File: config.mk
export PLATFORM = sky130hd
export DESIGN_NAME = tls_post_handshake_parser_core
export DESIGN_NICKNAME = d
export VERILOG_FILES = /design/src/tphp_pkg.sv /design/src/tls_post_handshake_parser_core.sv
export SDC_FILE = /design/constraint.sdc
export NUM_CORES = 1
export LEC_CHECK = 0
export BUFFER_PORTS_ARGS = -buffer_cell sky130_fd_sc_hd__buf_2
export CORE_MARGIN = 2
export CORE_UTILIZATION = 60
export CTS_BUF_LIST = sky130_fd_sc_hd__clkbuf_2
export DETAILED_ROUTE_END_ITERATION = 10
export PLACE_DENSITY = 0.91
export SETUP_SLACK_MARGIN = 0.3
export SYNTH_ARGS = -nofsm -noshare
export SYNTH_HDL_FRONTEND = slang
export SYNTH_SLANG_ARGS = --single-unit
File: constraint.sdc
create_clock -name clk -period 20.4 [get_ports clk]
set_clock_uncertainty 0.2 [all_clocks]
set_input_delay 4.08 -clock clk [delete_from_list [all_inputs] [get_ports clk]]
set_output_delay 4.08 -clock clk [all_outputs]
set_load 0.005 [all_outputs]
File: src/tphp_pkg.sv
// Shared types, codes and limits for the TLS post-handshake parser.
package tphp_pkg;

	localparam int unsigned IN_TDATA_W  = 8;
	localparam int unsigned OUT_TDATA_W = 120;
	localparam int unsigned OUT_TUSER_W = 4;
	localparam int unsigned CFG_IDX_W   = 2;
	localparam int unsigned CFG_DATA_W  = 16;

	localparam logic [23:0] MAX_MESSAGE_LEN = 24'd16384;
	localparam logic [7:0]  MAX_NONCE_LEN   = 8'd32;
	localparam logic [47:0] EPOCH_CAP       = 48'hffff_ffff_ffff;
	localparam logic [2:0]  HDR_BYTES       = 3'd4;

	localparam logic [7:0] TYPE_TICKET     = 8'd4;
	localparam logic [7:0] TYPE_KEY_UPDATE = 8'd24;

	localparam logic [CFG_IDX_W-1:0] REG_BUFFER_SIZE    = 2'd0;
	localparam logic [CFG_IDX_W-1:0] REG_IDENTITY_LIMIT = 2'd1;
	localparam logic [CFG_IDX_W-1:0] REG_SINK_ENABLED   = 2'd2;
	localparam logic [CFG_IDX_W-1:0] REG_SESSION_EPOCH  = 2'd3;

	localparam logic [3:0] ROLE_HEADER   = 4'd0;
	localparam logic [3:0] ROLE_LIFETIME = 4'd1;
	localparam logic [3:0] ROLE_AGE_ADD  = 4'd2;
	localparam logic [3:0] ROLE_NONCE_LEN = 4'd3;
	localparam logic [3:0] ROLE_NONCE    = 4'd4;
	localparam logic [3:0] ROLE_ID_LEN   = 4'd5;
	localparam logic [3:0] ROLE_IDENTITY = 4'd6;
	localparam logic [3:0] ROLE_REST     = 4'd7;
	localparam logic [3:0] ROLE_KEY_UPD  = 4'd8;

	localparam logic [2:0] EV_NONE        = 3'd0;
	localparam logic [2:0] EV_TICKET_OK   = 3'd1;
	localparam logic [2:0] EV_TICKET_SKIP = 3'd2;
	localparam logic [2:0] EV_REKEY       = 3'd3;
	localparam logic [2:0] EV_REKEY_REPLY = 3'd4;
	localparam logic [2:0] EV_PROTO_ERR   = 3'd5;

	localparam logic [3:0] PH_LIFE  = 4'd0;
	localparam logic [3:0] PH_AGE   = 4'd1;
	localparam logic [3:0] PH_NLEN  = 4'd2;
	localparam logic [3:0] PH_NONCE = 4'd3;
	localparam logic [3:0] PH_IDLEN = 4'd4;
	localparam logic [3:0] PH_ID    = 4'd5;
	localparam logic [3:0] PH_REST  = 4'd6;

	typedef struct packed {
		logic [5:0]  pad;
		logic        error_latched;
		logic [15:0] ticket_epoch;
		logic [15:0] ticket_identity_len;
		logic [5:0]  ticket_nonce_len;
		logic [31:0] ticket_age_add;
		logic [31:0] ticket_lifetime;
		logic [2:0]  event_code;
		logic [7:0]  byte_echo;
	} result_t;

endpackage

File: src/tls_post_handshake_parser_core.sv
// Top level: byte-serial TLS 1.3 post-handshake message parser.
// Takes one plaintext byte per clock and returns one tagged result per byte, in the cycle after
// the transfer. The state update and result decode for a byte sit between the input handshake
// and a single result register, so a byte is accepted every cycle while the result register
// is empty or being drained; a stalled sink holds the result register and with it the input.
// Configuration writes complete in the cycle they are presented.
module tls_post_handshake_parser_core (
	input  logic                               clk,
	input  logic                               arst_n,
	input  logic                               s_axis_tvalid,
	output logic                               s_axis_tready,
	input  logic [tphp_pkg::IN_TDATA_W-1:0]    s_axis_tdata,  // data_byte
	output logic                               m_axis_tvalid,
	input  logic                               m_axis_tready,
	// byte_echo, event_code, ticket_lifetime, ticket_age_add, ticket_nonce_len,
	// ticket_identity_len, ticket_epoch, error_latched, zero pad
	output logic [tphp_pkg::OUT_TDATA_W-1:0]   m_axis_tdata,
	output logic [tphp_pkg::OUT_TUSER_W-1:0]   m_axis_tuser,  // byte_role
	output logic                               m_axis_tlast,  // message_end
	input  logic                               cfg_valid,
	output logic                               cfg_ready,
	input  logic [tphp_pkg::CFG_IDX_W-1:0]     cfg_index,
	input  logic [tphp_pkg::CFG_DATA_W-1:0]    cfg_data
);
	import tphp_pkg::*;

	logic [15:0] buffer_size_q, identity_limit_q, session_epoch_q;
	logic        sink_en_q;

	logic [2:0]  hdr_cnt_q, hdr_cnt_d;
	logic [7:0]  msg_type_q, msg_type_d;
	logic [23:0] msg_len_q, msg_len_d;
	logic [14:0] body_off_q, body_off_d;
	logic [3:0]  phase_q, phase_d;
	logic [15:0] field_rem_q, field_rem_d, rem_dec;
	logic [31:0] life_q, life_d, age_q, age_d;
	logic [7:0]  nonce_len_q, nonce_len_d;
	logic [15:0] id_len_q, id_len_d;
	logic        underrun_q, underrun_d;
	logic        error_q, error_d;
	logic [47:0] epoch_cnt_q, epoch_cnt_d;

	logic        out_valid_q;
	result_t     res_q, res_d;
	logic [3:0]  role_q, role_d;
	logic        mend_q, mend_d;

	logic [7:0]  b;
	logic        accept, fin, too_long;
	logic [24:0] len_total;

	assign b             = s_axis_tdata;
	assign s_axis_tready = !out_valid_q || m_axis_tready;
	assign accept        = s_axis_tvalid && s_axis_tready;
	assign cfg_ready     = 1'b1;
	assign rem_dec       = field_rem_q - 16'd1;
	assign len_total     = {1'b0, msg_len_d} + 25'd4;
	assign too_long      = (msg_len_d > MAX_MESSAGE_LEN) || (len_total > {9'd0, buffer_size_q});

	always_comb begin
		hdr_cnt_d   = hdr_cnt_q;
		msg_type_d  = msg_type_q;
		msg_len_d   = msg_len_q;
		body_off_d  = body_off_q;
		phase_d     = phase_q;
		field_rem_d = field_rem_q;
		life_d      = life_q;
		age_d       = age_q;
		nonce_len_d = nonce_len_q;
		id_len_d    = id_len_q;
		underrun_d  = underrun_q;
		error_d     = error_q;
		epoch_cnt_d = epoch_cnt_q;
		fin         = 1'b0;
		role_d      = ROLE_HEADER;
		mend_d      = 1'b0;
		res_d       = '0;
		res_d.byte_echo = b;

		if (!error_q) begin
			if (hdr_cnt_q != HDR_BYTES) begin
				if (hdr_cnt_q == 3'd0) begin
					msg_type_d = b;
					msg_len_d  = '0;
				end else begin
					msg_len_d = {msg_len_q[15:0], b};
				end
				hdr_cnt_d = hdr_cnt_q + 3'd1;
				if (hdr_cnt_q == 3'd3) begin
					if (too_long) begin
						error_d          = 1'b1;
						res_d.event_code = EV_PROTO_ERR;
						hdr_cnt_d        = '0;
					end else begin
						body_off_d  = '0;
						phase_d     = PH_LIFE;
						field_rem_d = 16'd4;
						life_d      = '0;
						age_d       = '0;
						nonce_len_d = '0;
						id_len_d    = '0;
						underrun_d  = 1'b0;
						fin         = (msg_len_d == 24'd0);
					end
				end
			end else begin
				if (msg_type_q == TYPE_TICKET) begin
					case (phase_q)
						PH_LIFE: begin
							role_d      = ROLE_LIFETIME;
							life_d      = {life_q[23:0], b};
							field_rem_d = rem_dec;
							if (rem_dec == 16'd0) begin
								phase_d     = PH_AGE;
								field_rem_d = 16'd4;
							end
						end
						PH_AGE: begin
							role_d      = ROLE_AGE_ADD;
							age_d       = {age_q[23:0], b};
							field_rem_d = rem_dec;
							if (rem_dec == 16'd0) begin
								phase_d     = PH_NLEN;
								field_rem_d = 16'd1;
							end
						end
						PH_NLEN: begin
							role_d      = ROLE_NONCE_LEN;
							nonce_len_d = b;
							if (b == 8'd0) begin
								phase_d     = PH_IDLEN;
								field_rem_d = 16'd2;
							end else begin
								phase_d     = PH_NONCE;
								field_rem_d = {8'd0, b};
							end
						end
						PH_NONCE: begin
							role_d      = ROLE_NONCE;
							field_rem_d = rem_dec;
							if (rem_dec == 16'd0) begin
								phase_d     = PH_IDLEN;
								field_rem_d = 16'd2;
							end
						end
						PH_IDLEN: begin
							role_d      = ROLE_ID_LEN;
							id_len_d    = {id_len_q[7:0], b};
							field_rem_d = rem_dec;
							if (rem_dec == 16'd0) begin
								if (id_len_d == 16'd0) begin
									phase_d = PH_REST;
								end else begin
									phase_d     = PH_ID;
									field_rem_d = id_len_d;
								end
							end
						end
						PH_ID: begin
							role_d      = ROLE_IDENTITY;
							field_rem_d = rem_dec;
							if (rem_dec == 16'd0) begin
								phase_d = PH_REST;
							end
						end
						default: begin
							role_d = ROLE_REST;
						end
					endcase
				end else if (msg_type_q == TYPE_KEY_UPDATE) begin
					role_d = ROLE_KEY_UPD;
					if (body_off_q == 15'd0) begin
						life_d = {24'd0, b};
					end
				end else begin
					role_d = ROLE_REST;
				end
				body_off_d = body_off_q + 15'd1;
				fin        = ({9'd0, body_off_d} >= msg_len_q);
			end

			if (fin) begin
				hdr_cnt_d = '0;
				if (msg_type_d == TYPE_TICKET) begin
					underrun_d = (phase_d != PH_REST);
					if (underrun_d || !sink_en_q || nonce_len_d > MAX_NONCE_LEN
							|| id_len_d > identity_limit_q) begin
						res_d.event_code = EV_TICKET_SKIP;
					end else begin
						res_d.event_code          = EV_TICKET_OK;
						res_d.ticket_lifetime     = life_d;
						res_d.ticket_age_add      = age_d;
						res_d.ticket_nonce_len    = nonce_len_d[5:0];
						res_d.ticket_identity_len = id_len_d;
						res_d.ticket_epoch        = session_epoch_q;
					end
					mend_d = 1'b1;
				end else if (msg_type_d == TYPE_KEY_UPDATE && msg_len_d == 24'd1
						&& life_d[7:0] <= 8'd1) begin
					if (life_d[7:0] == 8'd1 && epoch_cnt_q != EPOCH_CAP) begin
						epoch_cnt_d      = epoch_cnt_q + 48'd1;
						res_d.event_code = EV_REKEY_REPLY;
					end else begin
						res_d.event_code = EV_REKEY;
					end
					mend_d = 1'b1;
				end else begin
					error_d          = 1'b1;
					res_d.event_code = EV_PROTO_ERR;
				end
			end
		end
		res_d.error_latched = error_d;
	end

	always_ff @(posedge clk or negedge arst_n) begin
		if (!arst_n) begin
			buffer_size_q    <= 16'd16388;
			identity_limit_q <= 16'd1024;
			sink_en_q        <= 1'b0;
			session_epoch_q  <= '0;
		end else if (cfg_valid && cfg_ready) begin
			case (cfg_index)
				REG_BUFFER_SIZE:    buffer_size_q    <= cfg_data;
				REG_IDENTITY_LIMIT: identity_limit_q <= cfg_data;
				REG_SINK_ENABLED:   sink_en_q        <= cfg_data[0];
				REG_SESSION_EPOCH:  session_epoch_q  <= cfg_data;
				default: ;
			endcase
		end
	end

	always_ff @(posedge clk or negedge arst_n) begin
		if (!arst_n) begin
			hdr_cnt_q   <= '0;
			msg_type_q  <= '0;
			msg_len_q   <= '0;
			body_off_q  <= '0;
			phase_q     <= '0;
			field_rem_q <= '0;
			life_q      <= '0;
			age_q       <= '0;
			nonce_len_q <= '0;
			id_len_q    <= '0;
			underrun_q  <= 1'b0;
			error_q     <= 1'b0;
			epoch_cnt_q <= '0;
			out_valid_q <= 1'b0;
		end else begin
			if (accept) begin
				hdr_cnt_q   <= hdr_cnt_d;
				msg_type_q  <= msg_type_d;
				msg_len_q   <= msg_len_d;
				body_off_q  <= body_off_d;
				phase_q     <= phase_d;
				field_rem_q <= field_rem_d;
				life_q      <= life_d;
				age_q       <= age_d;
				nonce_len_q <= nonce_len_d;
				id_len_q    <= id_len_d;
				underrun_q  <= underrun_d;
				error_q     <= error_d;
				epoch_cnt_q <= epoch_cnt_d;
				out_valid_q <= 1'b1;
			end else if (m_axis_tready) begin
				out_valid_q <= 1'b0;
			end
		end
	end

	always_ff @(posedge clk) begin
		if (accept) begin
			res_q  <= res_d;
			role_q <= role_d;
			mend_q <= mend_d;
		end
	end

	assign m_axis_tvalid = out_valid_q;
	assign m_axis_tdata  = res_q;
	assign m_axis_tuser  = role_q;
	assign m_axis_tlast  = mend_q;

endmodule

Yosys cells after proc, flatten, opt, wreduce, memory -nomap -nowiden
Cells that the tools add are included.
{ "totals": {"reg_bits": 376, "input_bits": 31, "output_inout_bits": 128, "wordCells": 187} }
{ "classes": {"addsub": 5, "magnitude_cmp": 6, "eq_ne": 20, "muxes": 91, "bitwise": 3, "reduce_logical": 35} }
{ "op_table": {"columns": ["cell", "count"], "rows": [
  ["32-bit 2-to-1 mux", 13],
  ["16-bit 2-to-1 mux", 15],
  ["24-bit 2-to-1 mux", 6],
  ["16-bit one-hot mux with 6 select lines", 1],
  ["8-bit 2-to-1 mux", 10],
  ["48-bit by 1-bit adder with 48-bit output (second input constant)", 1],
  ["4-bit 2-to-1 mux", 12],
  ["48-bit != test (second input constant)", 1],
  ["15-bit 2-to-1 mux", 3],
  ["3-bit 2-to-1 mux", 12],
  ["16-bit zero test", 2],
  ["24-bit by 3-bit adder with 25-bit output (second input constant)", 1],
  ["25-bit by 16-bit greater-than comparator with 1-bit output", 1],
  ["24-bit by 1-bit equality test with 1-bit output (second input constant)", 1],
  ["15-bit by 24-bit greater-or-equal comparator with 1-bit output", 1],
  ["24-bit by 15-bit greater-than comparator with 1-bit output (second input constant)", 1],
  ["24-bit zero test", 1],
  ["4-bit one-hot mux with 6 select lines", 1],
  ["3-bit one-hot mux with 6 select lines", 1],
  ["8-bit by 3-bit equality test with 1-bit output (second input constant)", 2],
  ["8-bit by 5-bit equality test with 1-bit output (second input constant)", 2],
  ["16-bit greater-than comparator", 1],
  ["16-bit by 1-bit subtractor with 16-bit output (second input constant)", 1],
  ["15-bit by 1-bit adder with 15-bit output (second input constant)", 1],
  ["33 further kinds", 69]
]} }

Longest topological paths before layout
{ "depth": {"depth_word": 21, "ltp_mapped": 35, "mapped_depth_nobuf": 31} }

Least setup slack after synthesis
OpenSTA, ideal clock, no wires.
{ "synth_timing": {"path_kind": "input port to flip-flop", "from": "input port s_axis_tdata[3] (netlist bit)", "to": "register res_q (netlist bit m_axis_tdata[20]) (data pin)", "setup_time_ns": 0.140, "t_arrival_ns": 10.311, "t_required_ns": 20.060, "path_slack_ns": 9.749, "stages": 29, "path_buffers": 4, "cell_sequence": "clkbuf_1 a22oi_1 nor4_1 nand2b_1 nor4_1 nand2b_1 or3_1 nor3_1 nor2_1 ha_1 a2111oi_0 and3_1 a211oi_1 nor3_1 clkbuf_1 or2_2 inv_1 ha_1 nor2b_1 o21a_1 o21ai_0 a21o_1 a31oi_1 a2111oi_2 nand4_1 or4_4 buf_6 buf_2 nor2_1"} }
{ "synth_via": {"elab_chain_len": 18, "elab_cells_between_ends": 55, "classes_between": "add/sub (1); order compare (4); eq/ne (2); mux (38); bitwise (2); reduce/logical (8)"} }
{ "synth_rtl": {"columns": ["item", "line_no", "rtl"], "rows": [
  ["start, declared", "tls_post_handshake_parser_core.sv:12", "input logic [tphp_pkg::IN_TDATA_W-1:0] s_axis_tdata,"],
  ["branches (longest 18 deep; another with 24-bit by 3-bit adder with 25-bit output)", null, null],
  ["end signal, assigned", "tls_post_handshake_parser_core.sv:273", "res_q <= res_d;"],
  ["end, declared", "tls_post_handshake_parser_core.sv:44", "result_t res_q, res_d;"]
]} }
Parallel ways; which one is timed is not known. The select of a mux whose other input is x is not followed.
A chain may end at the register's enable or synchronous reset.

Final worst setup path
{ "layout_timing": {"from": "input port s_axis_tdata[2] (netlist bit)", "to": "register res_q (netlist bit m_axis_tdata[106]) (data pin)"} }
{ "layout_via": {"elab_chain_len": 18, "elab_cells_between_ends": 51, "classes_between": "add/sub (1); order compare (4); eq/ne (2); mux (34); bitwise (2); reduce/logical (8)"} }
{ "layout_rtl": {"columns": ["item"], "rows": [
  ["branches (longest 17 deep; another with 24-bit by 3-bit adder with 25-bit output)"],
  ["4-bit OR reduction (no source line) (*)"]
]} }
Every way passes the cells marked *. The select of a mux whose other input is x is not followed.

==> flow_metrics.env <==
export IMPL_drt_wl_total_um=51100
export IMPL_cts_made_buffers=94
export IMPL_synth_edf_count=119
export IMPL_whs_ns=0.267
export IMPL_place_gp_congestion=0.992
export IMPL_via_count=16200
export IMPL_placed_cell_area_um2=20100
export IMPL_cp_buffers_inverters=3
export IMPL_start_util_pct=61.0
export IMPL_netlist_cell_type_count=80
export IMPL_design_core_area_um2=31600
export IMPL_rsz0062_at_grt="no"
export IMPL_syn_to_final_growth_pct=9.01
export IMPL_synthCells=1911
export IMPL_fmax_mhz=86.8
export IMPL_p_leak_nw=9.31
export IMPL_cp_slowest_cell="or4_4"
export IMPL_overflow=0
export IMPL_std_cell_rows=65
export IMPL_critPathRequiredTime_ns=20.99
export IMPL_holdBufCountCts=0
export IMPL_avgSynthCellArea_um2=10.1
export IMPL_dpl_cell_count=2358
export IMPL_ys_seq_area_share_pct=52.0
export IMPL_synth_seq_cells=376
export IMPL_seq_area_um2=10000
export IMPL_ctsResizeCount=0
export IMPL_die_height_um=183
export IMPL_p_per_area_nw_per_um2=99.3
export IMPL_worstSetupPathType="input pin to flip-flop"
export IMPL_min_period_over_period_pct=56.5
export IMPL_design_area_um2=21000
export IMPL_grt_pass1_wl_um=82200
export IMPL_insertion_delay_ns=1.00
export IMPL_grt_usage_pct=30.7
export IMPL_status="completed"
export IMPL_clk_pin_slew_ns=0.11
export IMPL_worstPathMaxFanout=102
export IMPL_stdcell_count=2533
export IMPL_fin_crit_ns=11.52
export IMPL_p_total_mw=2.08
export IMPL_drive_gt1_share_pct=19.6
export IMPL_dieArea_um2=33500
export IMPL_detail_route_first_pass_iterations=7
export IMPL_dr_first_iter_drc_count=2003
export IMPL_tritoncts="built"
export IMPL_clock_sinks=376
export IMPL_cts_root_buf="clkbuf_2"
export IMPL_portBuffers=151
export IMPL_yosys_warnings=0
export IMPL_post_drt_wl_per_cell_um=20.2
export IMPL_grt_start_max_net_pins=123
export IMPL_avgViaCountPerCell=6.41
export IMPL_cap_violations=0
export IMPL_ios=159
export IMPL_cts_max_path_buffers=3
export IMPL_tightest_slew_ns=1.21
export IMPL_drc=0
export IMPL_synth_flop_cell="dfrtp_1"
export IMPL_hold_viol=0
export IMPL_die_w_um=183
export IMPL_multi_input_area_um2=8320
export IMPL_hold_class="flip-flop to flip-flop"
export IMPL_syn_area_um2=19200
export IMPL_antenna_left=0
export IMPL_relSlewSlack_pct=19.1
export IMPL_setup_viol=0
export IMPL_worst_ep_arrival_time_ns=12.10
export IMPL_maxSlewViolCount=0
export IMPL_setup_tns_ns=0
export IMPL_cts_setup_buffers=0
export IMPL_hpwl_um=33200
export IMPL_cp_start_kind="input pin"
export IMPL_h_tree_depth=3
export IMPL_max_vdd_ir_drop_uv=56.6
export IMPL_nets=2137
export IMPL_async_flop_share_pct=68.4
export IMPL_grt_antenna_before_repair=2
export IMPL_crit_family="simple AND/OR/NAND/NOR gates"
export IMPL_max_stage_delay_ns=0.90
export IMPL_fillers=2367
export IMPL_grt_pass1_vias=15800
export IMPL_cp_end_kind="flip-flop"
## sequential cells by signal (all words and copies together), names as in the netlist, 3 cells and up
signal	flops
m_axis_tdata	114
epoch_cnt_q	48
age_q	32
life_q	32
msg_len_q	24
buffer_size_q	16
field_rem_q	16
id_len_q	16
identity_limit_q	16
session_epoch_q	16
body_off_q	15
msg_type_q	8
nonce_len_q	8
m_axis_tuser	4
phase_q	4
hdr_cnt_q	3
## placed cells by master (no fill, tap or decap), drive strengths merged, types with 13 or more instances in the layout
cell type    n
edfxtp     119
a22o        70
and3        17
clkbuf     149
nand4       33
ha          54
nor4        27
xor2        35
nand3       79
buf        169
nor3        51
inv        103
nand2      189
a22oi       93
dfrtp      254
a21oi       73
or2         23
and4        13
o21ai      135
clkinv      23
nor2       159
xnor2       41
mux2i       16
nand2b      14
mux2        42
## cell usage after synthesis, drive strengths merged (10+ instances only)
cell,number,area (um^2)
o21ai,135,676
and4,13,114
clkbuf,104,390
buf,25,183
and3,17,106
nand2,189,709
a22oi,93,698
mux2,42,473
mux2i,16,160
ha,54,676
inv,102,383
a21o,10,75.1
xor2,35,307
nand2b,14,87.6
nand3,79,400
nor2,159,599
or2,23,144
edfxtp,119,3570
nor4,27,169
a21oi,73,365
nor3,51,285
nand4,33,213
dfrtp,254,6360
xnor2,41,359
a22o,70,613
## routing by layer
metal  global-route usage (%)  share of wire, %  vias to the layer above
met4                     16.3               4.3                        0
met3                     6.95               9.1                      195
li1                         -                 -                     7244
met1                     40.6                40                     7838
met2                     47.8                47                      963
met5                        0                 0                        -
## final timing paths
path / slack [ns] / end / cells past startpoint / from
max: 8.88 / m_axis_tdata[106] / 29 / s_axis_tdata[2]
min: 0.27 / epoch_cnt_q[14] / 1 / epoch_cnt_q[14]
max reg2reg: 10.63 / m_axis_tdata[106] / 31 / hdr_cnt_q[0]
min reg2reg: 0.27 / epoch_cnt_q[14] / 1 / epoch_cnt_q[14]
max in group asynchronous: 15.42 / buffer_size_q[3] / 2 / arst_n
min in group asynchronous: 3.01 / msg_len_q[0] / 1 / arst_n
## area by class of cell
cell class / count / share of cell area (%)
sequential: 376 / 47.7
multi-input combinational: 1309 / 39.7
timing repair buffer: 169 / 4.30
clock buffer: 149 / 3.56
tap: 402 / 2.40
inverter: 102 / 1.84
clock inverter: 24 / 0.471
antenna: 2 / 0.0239
## metrics by stage
| step | util (%) | setup slack (ns) |
|---|---|---|
| final | 66.4 | 8.88 |
| after floorplan | - | 9.75 |
| after detailed placement | 63.8 | 8.14 |
| after global routing | 66.4 | 8.41 |
| after CTS | 66.4 | 9.14 |
| after global placement | 63.8 | 8.35 |
## where the power goes
part	switching, mW	internal, mW	total (mW)
clock network	0.311	0.192	0.504
logic	0.356	0.230	0.587
registers	0.119	0.874	0.992
## cell families after synthesis
logic type / share of synthesized area (%)
mux: 3.29
compound gates: 16.1
fa+ha+maj: 3.51
buf+inv: 4.97
simple gates: 16.6
xor+xnor: 3.46
flops: 52.0
other cells: 0.0390
No activity file was read; power rests on OpenSTA's default activity.
